`src/design/dos_timestamp_converter_defines.svh`:
```
// ============================================================================
// DOS timestamp converter: assertion macros
// Shared concurrent assertion forms for the converter design files.
// ============================================================================
`ifndef DOS_TIMESTAMP_CONVERTER_DEFINES_SVH
`define DOS_TIMESTAMP_CONVERTER_DEFINES_SVH

// Same-cycle implication, disabled during reset
`define DTC_ASSERT_IMP(label, clk, rst_n, ante, cons, msg) \
    label: assert property (@(posedge clk) disable iff (!rst_n) (ante) |-> (cons)) \
        else $error(msg);

// Next-cycle implication, disabled during reset
`define DTC_ASSERT_NXT(label, clk, rst_n, ante, cons, msg) \
    label: assert property (@(posedge clk) disable iff (!rst_n) (ante) |=> (cons)) \
        else $error(msg);

`endif

```
`src/design/dtc_pkg.sv`:
```
// ============================================================================
// dtc_pkg
// Shared constants, calendar helpers and control types for the converter.
// ============================================================================
package dtc_pkg;

    // Calendar constants
    localparam int unsigned EPOCH_TO_1980_DAYS = 3652;
    localparam int unsigned SECS_PER_DAY       = 86400;
    localparam int unsigned SECS_PER_HOUR      = 3600;
    localparam int unsigned SECS_PER_MIN       = 60;
    localparam int unsigned DAYS_PER_YEAR      = 365;
    localparam longint      FIRST_LOCAL_SECS   = 315532800;
    localparam int unsigned YEAR_2100_INDEX    = 120;
    localparam int unsigned LAST_YEAR_INDEX    = 127;

    // Internal pipeline stages between input and output registers
    localparam int unsigned NUM_STAGES = 4;

    // Day split: seconds >> 7, then divide by 675 (86400 = 675 * 128)
    localparam int unsigned DAY_LO_BITS      = 7;
    localparam int unsigned DAY_Q_DIV        = SECS_PER_DAY >> DAY_LO_BITS;
    localparam int unsigned DAY_RECIP_SHIFT  = 36;
    localparam longint unsigned DAY_RECIP =
        ((64'd1 << DAY_RECIP_SHIFT) + DAY_Q_DIV - 1) / DAY_Q_DIV;

    // Year estimate: days / 365 for 16-bit day counts
    localparam int unsigned YEAR_RECIP_SHIFT = 25;
    localparam longint unsigned YEAR_RECIP =
        ((64'd1 << YEAR_RECIP_SHIFT) + DAYS_PER_YEAR - 1) / DAYS_PER_YEAR;

    // Seconds of day / 60 and / 3600 for values below one day
    localparam int unsigned MIN_RECIP_SHIFT  = 23;
    localparam longint unsigned MIN_RECIP =
        ((64'd1 << MIN_RECIP_SHIFT) + SECS_PER_MIN - 1) / SECS_PER_MIN;
    localparam int unsigned HOUR_RECIP_SHIFT = 29;
    localparam longint unsigned HOUR_RECIP =
        ((64'd1 << HOUR_RECIP_SHIFT) + SECS_PER_HOUR - 1) / SECS_PER_HOUR;

    // Cumulative days before each month; codes past December start at zero
    localparam logic [8:0] MONTH_START [16] = '{
        9'd0,   9'd31,  9'd59,  9'd90,  9'd120, 9'd151, 9'd181, 9'd212,
        9'd243, 9'd273, 9'd304, 9'd334, 9'd0,   9'd0,   9'd0,   9'd0
    };

    typedef logic signed [17:0] offset_secs_t;

    // Pipeline load enables and status from the control unit
    typedef struct packed {
        logic                  in_load;
        logic [NUM_STAGES-1:0] stage_load;
        logic                  out_load;
        logic                  busy;
    } dtc_ctrl_t;

    // Leap year by index from 1980; 2100 is not a leap year
    function automatic logic is_leap(input logic [7:0] y);
        return (y[1:0] == 2'b00) && (y != 8'(YEAR_2100_INDEX));
    endfunction

    // Days from 1980-01-01 to the first of year index y
    function automatic logic [15:0] days_before_year(input logic [7:0] y);
        logic [15:0] d;
        d = 16'(y) * 16'(DAYS_PER_YEAR) + 16'((9'(y) + 9'd3) >> 2);
        if (y > 8'(YEAR_2100_INDEX))
        begin
            d = d - 16'd1;
        end
        return d;
    endfunction

endpackage

```
`src/design/dtc_pipe_ctrl.sv`:
```
// ============================================================================
// dtc_pipe_ctrl
// Valid tracking, per-stage load enables and command bit for the pipeline.
// ============================================================================
module dtc_pipe_ctrl
    import dtc_pkg::*;
(
    input  logic      clk,
    input  logic      rst_n,
    input  logic      in_valid,
    input  logic      command,
    input  logic      out_ready,
    output logic      in_ready,
    output logic      out_valid,
    output logic      stage_cmd,
    output dtc_ctrl_t ctrl
);

    localparam int unsigned LAST = NUM_STAGES + 1;

    logic [LAST:0]   valid_reg, valid_next;
    logic [LAST:0]   load;
    logic [LAST-1:0] cmd_reg, cmd_next;

    // A stage loads when it is empty or its content moves on
    always_comb
    begin
        load[LAST] = !valid_reg[LAST] || out_ready;
        for (int i = LAST - 1; i >= 0; i--)
        begin
            load[i] = !valid_reg[i] || load[i+1];
        end
    end

    // Next valid and command bits
    always_comb
    begin
        valid_next = valid_reg;
        cmd_next   = cmd_reg;
        if (load[0])
        begin
            valid_next[0] = in_valid;
            cmd_next[0]   = command;
        end
        for (int i = 1; i <= LAST; i++)
        begin
            if (load[i])
            begin
                valid_next[i] = valid_reg[i-1];
            end
        end
        for (int i = 1; i < LAST; i++)
        begin
            if (load[i])
            begin
                cmd_next[i] = cmd_reg[i-1];
            end
        end
    end

    always_ff @(posedge clk or negedge rst_n)
    begin
        if (!rst_n)
        begin
            valid_reg <= '0;
            cmd_reg   <= '0;
        end
        else
        begin
            valid_reg <= valid_next;
            cmd_reg   <= cmd_next;
        end
    end

    assign in_ready        = load[0];
    assign out_valid       = valid_reg[LAST];
    assign stage_cmd       = cmd_reg[LAST-1];
    assign ctrl.in_load    = load[0];
    assign ctrl.stage_load = load[LAST-1:1];
    assign ctrl.out_load   = load[LAST];
    assign ctrl.busy       = |valid_reg;

endmodule

```
`src/design/dtc_dos2unix.sv`:
```
// ============================================================================
// dtc_dos2unix
// DOS time/date words to UTC seconds: day count, then scale and offset.
// ============================================================================
module dtc_dos2unix
    import dtc_pkg::*;
(
    input  logic         clk,
    input  dtc_ctrl_t    ctrl,
    input  logic [15:0]  dos_time,
    input  logic [15:0]  dos_date,
    input  offset_secs_t tz_secs,
    output logic [32:0]  unix_secs
);

    logic [7:0]  year;
    logic [3:0]  mfield, idx;
    logic        leap_adj;
    logic [15:0] days_next, days_reg;
    logic [16:0] tsec_next, tsec_reg;
    logic [32:0] day_secs;
    logic signed [34:0] sum;
    logic [32:0] secs_next, secs2_reg, secs3_reg, secs4_reg;

    // Stage 1: day count since 1970 and seconds of day
    always_comb
    begin
        year      = {1'b0, dos_date[15:9]};
        mfield    = dos_date[8:5];
        idx       = (mfield == 4'd0) ? 4'd0 : mfield - 4'd1;
        leap_adj  = (idx >= 4'd2) && is_leap(year);
        days_next = 16'(EPOCH_TO_1980_DAYS) + days_before_year(year)
                  + 16'(MONTH_START[idx]) + 16'(dos_date[4:0]) + 16'(leap_adj)
                  - 16'd1;
        tsec_next = 17'({dos_time[4:0], 1'b0})
                  + 17'(dos_time[10:5]) * 17'(SECS_PER_MIN)
                  + 17'(dos_time[15:11]) * 17'(SECS_PER_HOUR);
    end

    always_ff @(posedge clk)
    begin
        if (ctrl.stage_load[0])
        begin
            days_reg <= days_next;
            tsec_reg <= tsec_next;
        end
    end

    // Stage 2: scale days, add time of day and zone offset, floor at zero
    always_comb
    begin
        day_secs  = 33'(days_reg) * 33'(SECS_PER_DAY);
        sum       = $signed({2'b00, day_secs}) + $signed({18'b0, tsec_reg})
                  + 35'(tz_secs);
        secs_next = sum[34] ? '0 : sum[32:0];
    end

    // Stages 2 to 4: result, then delay to match the other direction
    always_ff @(posedge clk)
    begin
        if (ctrl.stage_load[1])
        begin
            secs2_reg <= secs_next;
        end
        if (ctrl.stage_load[2])
        begin
            secs3_reg <= secs2_reg;
        end
        if (ctrl.stage_load[3])
        begin
            secs4_reg <= secs3_reg;
        end
    end

    assign unix_secs = secs4_reg;

endmodule

```
`src/design/dtc_unix2dos.sv`:
```
// ============================================================================
// dtc_unix2dos
// UTC seconds to DOS words: local shift, day split, year and month search.
// ============================================================================
module dtc_unix2dos
    import dtc_pkg::*;
(
    input  logic         clk,
    input  dtc_ctrl_t    ctrl,
    input  logic [31:0]  unix_seconds,
    input  offset_secs_t tz_secs,
    output logic [15:0]  time_word,
    output logic [15:0]  date_word,
    output logic         range_err
);

    // Stage 1 signals
    logic signed [34:0] loc_secs;
    logic [32:0] loc_reg;
    logic        low1_reg;
    // Stage 2 signals
    logic [52:0] day_prod;
    logic [15:0] days_next, days2_reg;
    logic [25:0] q2_reg;
    logic [6:0]  lo2_reg;
    logic        low2_reg;
    // Stage 3 signals
    logic [9:0]  r_next;
    logic [15:0] d_next, d3_reg;
    logic [32:0] yr_prod;
    logic [16:0] rem3_reg;
    logic [7:0]  y03_reg;
    logic        low3_reg;
    // Stage 4 signals
    logic [15:0] dby0;
    logic        over;
    logic [7:0]  yprev, y_next, y4_reg;
    logic [8:0]  doy_next, doy4_reg;
    logic [34:0] min_prod, hour_prod;
    logic [10:0] tmin4_reg;
    logic [4:0]  hr4_reg;
    logic [16:0] rem4_reg;
    logic        low4_reg;
    // Final logic
    logic [5:0]  sec, minute;
    logic        leap;
    logic [8:0]  adj;
    logic [3:0]  month;
    logic [4:0]  mday;

    // Stage 1: shift to local time, flag times before 1980
    assign loc_secs = $signed({3'b000, unix_seconds}) - 35'(tz_secs);

    always_ff @(posedge clk)
    begin
        if (ctrl.stage_load[0])
        begin
            loc_reg  <= loc_secs[32:0];
            low1_reg <= loc_secs < $signed(35'(FIRST_LOCAL_SECS));
        end
    end

    // Stage 2: day number by reciprocal of 675 on seconds >> 7
    always_comb
    begin
        day_prod  = 53'(loc_reg[32:DAY_LO_BITS]) * 53'(DAY_RECIP);
        days_next = 16'(day_prod >> DAY_RECIP_SHIFT);
    end

    always_ff @(posedge clk)
    begin
        if (ctrl.stage_load[1])
        begin
            days2_reg <= days_next;
            q2_reg    <= loc_reg[32:DAY_LO_BITS];
            lo2_reg   <= loc_reg[DAY_LO_BITS-1:0];
            low2_reg  <= low1_reg;
        end
    end

    // Stage 3: seconds of day, days since 1980, year estimate
    always_comb
    begin
        r_next  = 10'(q2_reg - 26'(days2_reg) * 26'(DAY_Q_DIV));
        d_next  = days2_reg - 16'(EPOCH_TO_1980_DAYS);
        yr_prod = 33'(d_next) * 33'(YEAR_RECIP);
    end

    always_ff @(posedge clk)
    begin
        if (ctrl.stage_load[2])
        begin
            rem3_reg <= {r_next, lo2_reg};
            d3_reg   <= d_next;
            y03_reg  <= 8'(yr_prod >> YEAR_RECIP_SHIFT);
            low3_reg <= low2_reg;
        end
    end

    // Stage 4: correct year, day of year; minutes and hours of day
    always_comb
    begin
        dby0      = days_before_year(y03_reg);
        over      = dby0 > d3_reg;
        yprev     = y03_reg - 8'd1;
        y_next    = over ? yprev : y03_reg;
        doy_next  = 9'(17'(d3_reg)
                  + (over ? 17'(DAYS_PER_YEAR) + 17'(is_leap(yprev)) : 17'd0)
                  - 17'(dby0));
        min_prod  = 35'(rem3_reg) * 35'(MIN_RECIP);
        hour_prod = 35'(rem3_reg) * 35'(HOUR_RECIP);
    end

    always_ff @(posedge clk)
    begin
        if (ctrl.stage_load[3])
        begin
            y4_reg    <= y_next;
            doy4_reg  <= doy_next;
            tmin4_reg <= 11'(min_prod >> MIN_RECIP_SHIFT);
            hr4_reg   <= 5'(hour_prod >> HOUR_RECIP_SHIFT);
            rem4_reg  <= rem3_reg;
            low4_reg  <= low3_reg;
        end
    end

    // Final: time fields, month search, range check and packing
    always_comb
    begin
        sec    = 6'(rem4_reg - 17'(tmin4_reg) * 17'(SECS_PER_MIN));
        minute = 6'(tmin4_reg - 11'(hr4_reg) * 11'(SECS_PER_MIN));
        leap   = is_leap(y4_reg);
        adj    = (leap && doy4_reg > 9'd59) ? doy4_reg - 9'd1 : doy4_reg;
        month  = 4'd1;
        for (int i = 1; i < 12; i++)
        begin
            if (MONTH_START[i] <= adj)
            begin
                month = month + 4'd1;
            end
        end
        mday = 5'(adj - MONTH_START[month - 4'd1] + 9'd1);
        // 29 February
        if (leap && doy4_reg == 9'd59)
        begin
            month = 4'd2;
            mday  = 5'd29;
        end
        range_err = low4_reg || (y4_reg > 8'(LAST_YEAR_INDEX));
        time_word = range_err ? '0 : {hr4_reg, minute, sec[5:1]};
        date_word = range_err ? '0 : {y4_reg[6:0], month, mday};
    end

endmodule

```
`src/design/dos_timestamp_converter.sv`:
```
// ============================================================================
// dos_timestamp_converter
// Converts DOS time/date words to UTC seconds and back, one item per cycle while out_ready is high.
// ============================================================================
//
//  Channel  Handshake             Payload
//  -------  --------------------  --------------------------------------------
//  cfg      cfg_valid/cfg_ready   cfg_data: zone offset, minutes west (signed)
//  in       in_valid/in_ready     command, dos_time, dos_date, unix_seconds
//  out      out_valid/out_ready   unix_seconds_out, dos_time_out, dos_date_out,
//                                 out_of_range
//
//  The input register loads at acceptance, then four arithmetic stages and the
//  output register carry each transaction through to out_valid.
//  Throughput is one transaction per cycle while out_ready stays high.
//  Each stage carries its own valid bit and loads when empty or draining, so
//  bubbles close up under an output stall. Reset clears valids and sets the
//  zone offset to zero; cfg_ready is always high.
//
`include "dos_timestamp_converter_defines.svh"

module dos_timestamp_converter
    import dtc_pkg::*;
(
    input  logic               clk,
    input  logic               rst_n,
    // configuration
    input  logic               cfg_valid,
    output logic               cfg_ready,
    input  logic signed [11:0] cfg_data,
    // input items
    input  logic               in_valid,
    output logic               in_ready,
    input  logic               command,
    input  logic [15:0]        dos_time,
    input  logic [15:0]        dos_date,
    input  logic [31:0]        unix_seconds,
    // results
    output logic               out_valid,
    input  logic               out_ready,
    output logic [32:0]        unix_seconds_out,
    output logic [15:0]        dos_time_out,
    output logic [15:0]        dos_date_out,
    output logic               out_of_range
);

    dtc_ctrl_t          ctrl;
    logic               stage_cmd;
    logic signed [11:0] tz_offset_reg;
    offset_secs_t       tz_secs;
    logic [15:0]        dos_time_reg, dos_date_reg;
    logic [31:0]        unix_seconds_reg;
    logic [32:0]        d2u_secs;
    logic [15:0]        u2d_time, u2d_date;
    logic               u2d_err;
    logic [32:0]        unix_out_reg;
    logic [15:0]        time_out_reg, date_out_reg;
    logic               oor_out_reg;

    // Zone offset register
    assign cfg_ready = 1'b1;

    always_ff @(posedge clk or negedge rst_n)
    begin
        if (!rst_n)
        begin
            tz_offset_reg <= '0;
        end
        else if (cfg_valid)
        begin
            tz_offset_reg <= cfg_data;
        end
    end

    assign tz_secs = 18'(tz_offset_reg) * 18'sd60;

    // Pipeline control
    dtc_pipe_ctrl u_ctrl (
        .clk       (clk),
        .rst_n     (rst_n),
        .in_valid  (in_valid),
        .command   (command),
        .out_ready (out_ready),
        .in_ready  (in_ready),
        .out_valid (out_valid),
        .stage_cmd (stage_cmd),
        .ctrl      (ctrl)
    );

    // Input register
    always_ff @(posedge clk)
    begin
        if (ctrl.in_load)
        begin
            dos_time_reg     <= dos_time;
            dos_date_reg     <= dos_date;
            unix_seconds_reg <= unix_seconds;
        end
    end

    // Both directions run on every transaction; command picks the result
    dtc_dos2unix u_d2u (
        .clk       (clk),
        .ctrl      (ctrl),
        .dos_time  (dos_time_reg),
        .dos_date  (dos_date_reg),
        .tz_secs   (tz_secs),
        .unix_secs (d2u_secs)
    );

    dtc_unix2dos u_u2d (
        .clk          (clk),
        .ctrl         (ctrl),
        .unix_seconds (unix_seconds_reg),
        .tz_secs      (tz_secs),
        .time_word    (u2d_time),
        .date_word    (u2d_date),
        .range_err    (u2d_err)
    );

    // Output register; unused fields are zero
    always_ff @(posedge clk)
    begin
        if (ctrl.out_load)
        begin
            unix_out_reg <= stage_cmd ? '0 : d2u_secs;
            time_out_reg <= stage_cmd ? u2d_time : '0;
            date_out_reg <= stage_cmd ? u2d_date : '0;
            oor_out_reg  <= stage_cmd ? u2d_err : 1'b0;
        end
    end

    assign unix_seconds_out = unix_out_reg;
    assign dos_time_out     = time_out_reg;
    assign dos_date_out     = date_out_reg;
    assign out_of_range     = oor_out_reg;

    // Checks
    `DTC_ASSERT_IMP(a_ready_when_out_empty, clk, rst_n, !out_valid, in_ready,
        "input stalled while output register is empty")
    `DTC_ASSERT_IMP(a_oor_zero_words, clk, rst_n, out_valid && out_of_range,
        (dos_time_out == 16'd0) && (dos_date_out == 16'd0) && (unix_seconds_out == 33'd0),
        "out_of_range result carries nonzero fields")
    `DTC_ASSERT_IMP(a_one_direction, clk, rst_n, out_valid,
        (unix_seconds_out == 33'd0) || ((dos_time_out == 16'd0) && (dos_date_out == 16'd0)),
        "result carries both directions")
    `DTC_ASSERT_NXT(a_no_phantom_result, clk, rst_n, !ctrl.busy && !in_valid, !out_valid,
        "result appeared with empty pipeline")

endmodule
```
`config.mk`:
```
export PLATFORM = sky130hd
export DESIGN_NAME = dos_timestamp_converter
export DESIGN_NICKNAME = d
export VERILOG_FILES = /design/src/design/dtc_pkg.sv /design/src/design/dtc_pipe_ctrl.sv /design/src/design/dtc_dos2unix.sv /design/src/design/dtc_unix2dos.sv /design/src/design/dos_timestamp_converter.sv
export VERILOG_INCLUDE_DIRS = /design/src /design/src/design
export SDC_FILE = /design/constraint.sdc
export NUM_CORES = 2
export LEC_CHECK = 0
export BUFFER_PORTS_ARGS = -buffer_cell sky130_fd_sc_hd__buf_2
export CORE_ASPECT_RATIO = 0.75
export CORE_MARGIN = 4
export CORE_UTILIZATION = 59
export DETAILED_ROUTE_END_ITERATION = 12
export GPL_TIMING_DRIVEN = 0
export PLACE_DENSITY = 0.81
export SLEW_MARGIN = 20
export SYNTH_ARGS = -nofsm -noshare
export SYNTH_HDL_FRONTEND = slang
export SYNTH_SLANG_ARGS = --single-unit
```
`constraint.sdc`:
```
create_clock -name clk -period 10.1 [get_ports clk]
set_input_delay 2.02 -clock clk [delete_from_list [all_inputs] [get_ports clk]]
set_output_delay 2.02 -clock clk [all_outputs]
set_load 0.01 [all_outputs]
```
==> metrics.txt <==
# TYPE chip_impl_metric gauge
chip_impl_metric{name="post_layout_nonfiller_instances",unit=""} 6497
chip_impl_metric{name="post_synth_instance_area",unit="µm²"} 52900
chip_impl_metric{name="synth-edff-count",unit=""} 401
chip_impl_info{name="setup.worst_path.start_class",value="flip-flop"} 1
chip_impl_metric{name="grt_pass1_wl",unit="mm"} 187
chip_impl_metric{name="maxClockFrequency",unit="MHz"} 95.7
chip_impl_metric{name="critical_path.max_fanout",unit=""} 7
chip_impl_metric{name="globalRouteOverflowTotal",unit=""} 0
chip_impl_metric{name="drive_above_1_share",unit="%"} 8.19
chip_impl_metric{name="wire_per_inst",unit="µm"} 17.5
chip_impl_info{name="top_ff_cell_synth",value="sky130_fd_sc_hd__edfxtp_1"} 1
chip_impl_info{name="layout.cells.most_common_list",value="sky130_fd_sc_hd__ha_1 (1103), sky130_fd_sc_hd__inv_1 (1094), sky130_fd_sc_hd__fa_1 (517), sky130_fd_sc_hd__edfxtp_1 (401), sky130_fd_sc_hd__xnor2_1 (230)"} 1
chip_impl_metric{name="start_util",unit="%"} 59.9
chip_impl_metric{name="arrival_time_reported_for_the_critical_path_endpoint",unit="ps"} 10780
chip_impl_metric{name="timing.critical_path.required",unit="ps"} 10430
chip_impl_info{name="hold_class",value="reg2reg"} 1
chip_impl_metric{name="die_y",unit="µm"} 267
chip_impl_info{name="worst_setup_path_startpoint",value="u_u2d.doy4_reg[1]$_DFFE_PP_"} 1
chip_impl_metric{name="finalSetupTns",unit="ps"} -459
chip_impl_info{name="critical_path_endpoint_category",value="flip-flop"} 1
chip_impl_metric{name="drc_violation_count_after_routing",unit=""} 0
chip_impl_metric{name="layout_min_cycle_time",unit="ps"} 10450
chip_impl_metric{name="synth_seq_area_share",unit="%"} 23.8
chip_impl_metric{name="nets",unit=""} 6978
chip_impl_metric{name="worst-slew-pin-transition",unit="ps"} 1060
chip_impl_metric{name="grt_antenna_before_repair",unit=""} 3
chip_impl_metric{name="die_w",unit="µm"} 354
chip_impl_metric{name="post_synth_num_cell_types",unit=""} 92
chip_impl_info{name="critical_path.most_common_cell",value="sky130_fd_sc_hd__ha_4"} 1
chip_impl_metric{name="placed_cells",unit=""} 6351
chip_impl_metric{name="grt_start_max_net_pins",unit=""} 59
chip_impl_metric{name="slew_violations",unit=""} 0
chip_impl_metric{name="port_buffer_cells",unit=""} 147
chip_impl_metric{name="final_setup_fails",unit=""} 3
chip_impl_metric{name="syn-num-nets",unit=""} 6708
chip_impl_info{name="layout.cells.most_common",value="sky130_fd_sc_hd__ha_1"} 1
chip_impl_info{name="cpMaxStageDelayCell",value="sky130_fd_sc_hd__or4_4"} 1
chip_impl_metric{name="place_worst_setup_slack",unit="ps"} -1180
chip_impl_metric{name="floorplan.io_pins",unit=""} 151
chip_impl_info{name="status",value="finished, violations left"} 1
chip_impl_metric{name="fillCellCount",unit=""} 6470
chip_impl_metric{name="htreeDepth",unit=""} 2
chip_impl_metric{name="finalClockSkew",unit="ps"} 27.4
chip_impl_info{name="cts_root_buf",value="sky130_fd_sc_hd__clkbuf_16"} 1
chip_impl_metric{name="async_s_r_ff_share_synth",unit="%"} 5.42
chip_impl_metric{name="final.setup.worst_slack",unit="ps"} -346
chip_impl_metric{name="cap_violations",unit=""} 0
chip_impl_metric{name="cts.clk_slew.worst_paths",unit="ps"} 70
chip_impl_info{name="critPathKind",value="reg2reg"} 1
chip_impl_metric{name="total_global_routing_track_utilization",unit="%"} 24.3
chip_impl_info{name="violations",value="setup timing"} 1
chip_impl_info{name="tritoncts",value="built"} 1
chip_impl_info{name="crit-reg2reg-launch",value="u_u2d.doy4_reg[1]$_DFFE_PP_"} 1
chip_impl_metric{name="cts.sink_count",unit=""} 424
chip_impl_metric{name="finalWirelength",unit="mm"} 113
chip_impl_metric{name="maximum_buffer_depth_of_the_clock_tree",unit=""} 3
chip_impl_metric{name="yosys_warnings",unit=""} 0
chip_impl_metric{name="globalplace.congestion",unit=""} 0.930
chip_impl_metric{name="flow.area_growth_from_synthesis",unit="%"} 9.46
chip_impl_metric{name="syn_avg_cell_area",unit="µm²"} 10.6
chip_impl_metric{name="detailed_place.area",unit="µm²"} 55500
chip_impl_metric{name="core-area",unit="µm²"} 88300
chip_impl_metric{name="dieArea",unit="µm²"} 94600
chip_impl_metric{name="rows",unit=""} 94
chip_impl_info{name="rsz_0062_raised_after_global_routing",value="yes"} 1
chip_impl_metric{name="drt_first_iter_violations",unit=""} 2150
chip_impl_metric{name="cpPeakStageDelay",unit="ps"} 560
chip_impl_metric{name="cts_buffers",unit=""} 46
chip_impl_metric{name="drt.antenna.violating_nets",unit=""} 0
chip_impl_metric{name="drtPass1Iterations",unit=""} 5
chip_impl_metric{name="postCtsHoldBufs",unit=""} 0
chip_impl_metric{name="vias",unit=""} 35500
chip_impl_metric{name="place_hpwl",unit="mm"} 92.7
chip_impl_metric{name="layout.cell_area.non_filler",unit="µm²"} 57900
chip_impl_metric{name="worst_slew_margin_rel",unit="%"} 29.2
chip_impl_metric{name="number_of_flip_flops_under_the_largest_register_name",unit=""} 33
chip_impl_metric{name="antenna_cells",unit=""} 0
chip_impl_info{name="hold_start",value="u_d2u.secs2_reg[25]$_SDFFCE_PP0P_"} 1
chip_impl_metric{name="cell_count_after_synthesis",unit=""} 4992
chip_impl_metric{name="first_global_vias",unit=""} 36700
chip_impl_metric{name="finalHoldViolations",unit=""} 0
chip_impl_metric{name="finalCritPeriodShare",unit="%"} 103
chip_impl_metric{name="ff_latch_count_synth",unit=""} 424
chip_impl_metric{name="routed_via_density",unit=""} 5.46
chip_impl_metric{name="clk_latency",unit="ps"} 600
[path summary, 6_finish.rpt]
check	cells after the start	endpoint	slack (ps)
setup / recovery	46	dos_date_out[4]$_SDFFCE_PP0P_	-350
hold / removal	0	u_d2u.secs3_reg[25]$_DFFE_PP_	390
setup reg to reg	46	dos_date_out[4]$_SDFFCE_PP0P_	-350
hold reg to reg	0	u_d2u.secs3_reg[25]$_DFFE_PP_	390
max in group asynchronous	1	tz_offset_reg[5]$_DFFE_PN0P_	8210
min in group asynchronous	1	tz_offset_reg[11]$_DFFE_PN0P_	1440
[synthesized netlist by cell type, types with 24 or more instances]
cell type	number	share of area, %
sky130_fd_sc_hd__a21oi_1	205	1.9
sky130_fd_sc_hd__xnor2_1	237	3.9
sky130_fd_sc_hd__o21bai_1	58	0.82
sky130_fd_sc_hd__nor2b_1	67	0.79
sky130_fd_sc_hd__xor2_1	103	1.7
sky130_fd_sc_hd__a21o_1	101	1.4
sky130_fd_sc_hd__nor2_1	151	1.1
sky130_fd_sc_hd__and2_1	47	0.56
sky130_fd_sc_hd__clkbuf_1	41	0.29
sky130_fd_sc_hd__nor3_1	51	0.48
sky130_fd_sc_hd__ha_1	1115	26
sky130_fd_sc_hd__edfxtp_1	401	23
sky130_fd_sc_hd__nand2b_1	43	0.51
sky130_fd_sc_hd__and3_1	52	0.61
sky130_fd_sc_hd__o21ai_0	113	1.1
sky130_fd_sc_hd__inv_1	1102	7.8
sky130_fd_sc_hd__nand3_1	58	0.55
sky130_fd_sc_hd__o21a_1	33	0.47
sky130_fd_sc_hd__nand2_1	135	0.96
sky130_fd_sc_hd__fa_1	519	20
sky130_fd_sc_hd__a31oi_1	24	0.28
[per-layer routing]
metal | vias to the layer above | GRT usage [%] | wire length, µm | share of wire, %
li1 | 17200 | - | - | -
met5 | - | 0 | 22 | 0.019
met3 | 184 | 4.72 | 8790 | 7.7
met1 | 17100 | 34.9 | 51900 | 46
met4 | 4 | 5.29 | 2370 | 2.1
met2 | 1061 | 38.5 | 50400 | 44
[cells by family after synthesis]
logic type	count (synthesis)	share of synthesized area, %
compound gates	674	8.25
xor+xnor	346	5.85
fa+ha+maj	1635	46.0
buf+inv	1154	8.24
flops	424	23.8
mux	15	0.331
other cells	2	0.0142
simple gates	742	7.45
[layout make-up]
type	instances	area, µm²	area share [%]
inverters	1102	4150	7.17
plain buffers	50	223	0.384
repair buffers	224	1440	2.49
well taps	1200	1500	2.59
flip-flops and latches	424	12600	21.8
clock buffers	55	1230	2.12
multi-input cells	3414	36400	62.9
clock inverters	28	329	0.568
[through the flow]
step	utilization [%]	hold WS, ps
3_3_place_gp	62.5	401
6_report	65.6	394
5_1_grt	65.6	412
2_1_floorplan	-	400
3_5_place_dp	62.9	405
4_1_cts	65.2	411
[critical path, delay by kind of cell (launching register included)]
| kind | cells | cell delay [ps] |
|---|---|---|
| compound gates | 12 | 2370 |
| xor+xnor | 4 | 850 |
| simple gates | 13 | 2760 |
| fa+ha+maj | 12 | 3170 |
| flops | 1 | 400 |
| mux | 1 | 180 |
| buf+inv | 4 | 390 |
[timing repair]
| item | CTS | global route |
|---|---|---|
| setup endpoints to repair | 5 | 6 |
| gates cloned | 0 | 0 |
| pin swaps | 34 | 36 |
| setup buffers | 39 | 27 |
| gates resized for setup | 39 | 35 |
Power is left out: the tool's default activity adds up to more than one toggle a clock period on the data nets, which glitch-free logic cannot reach.
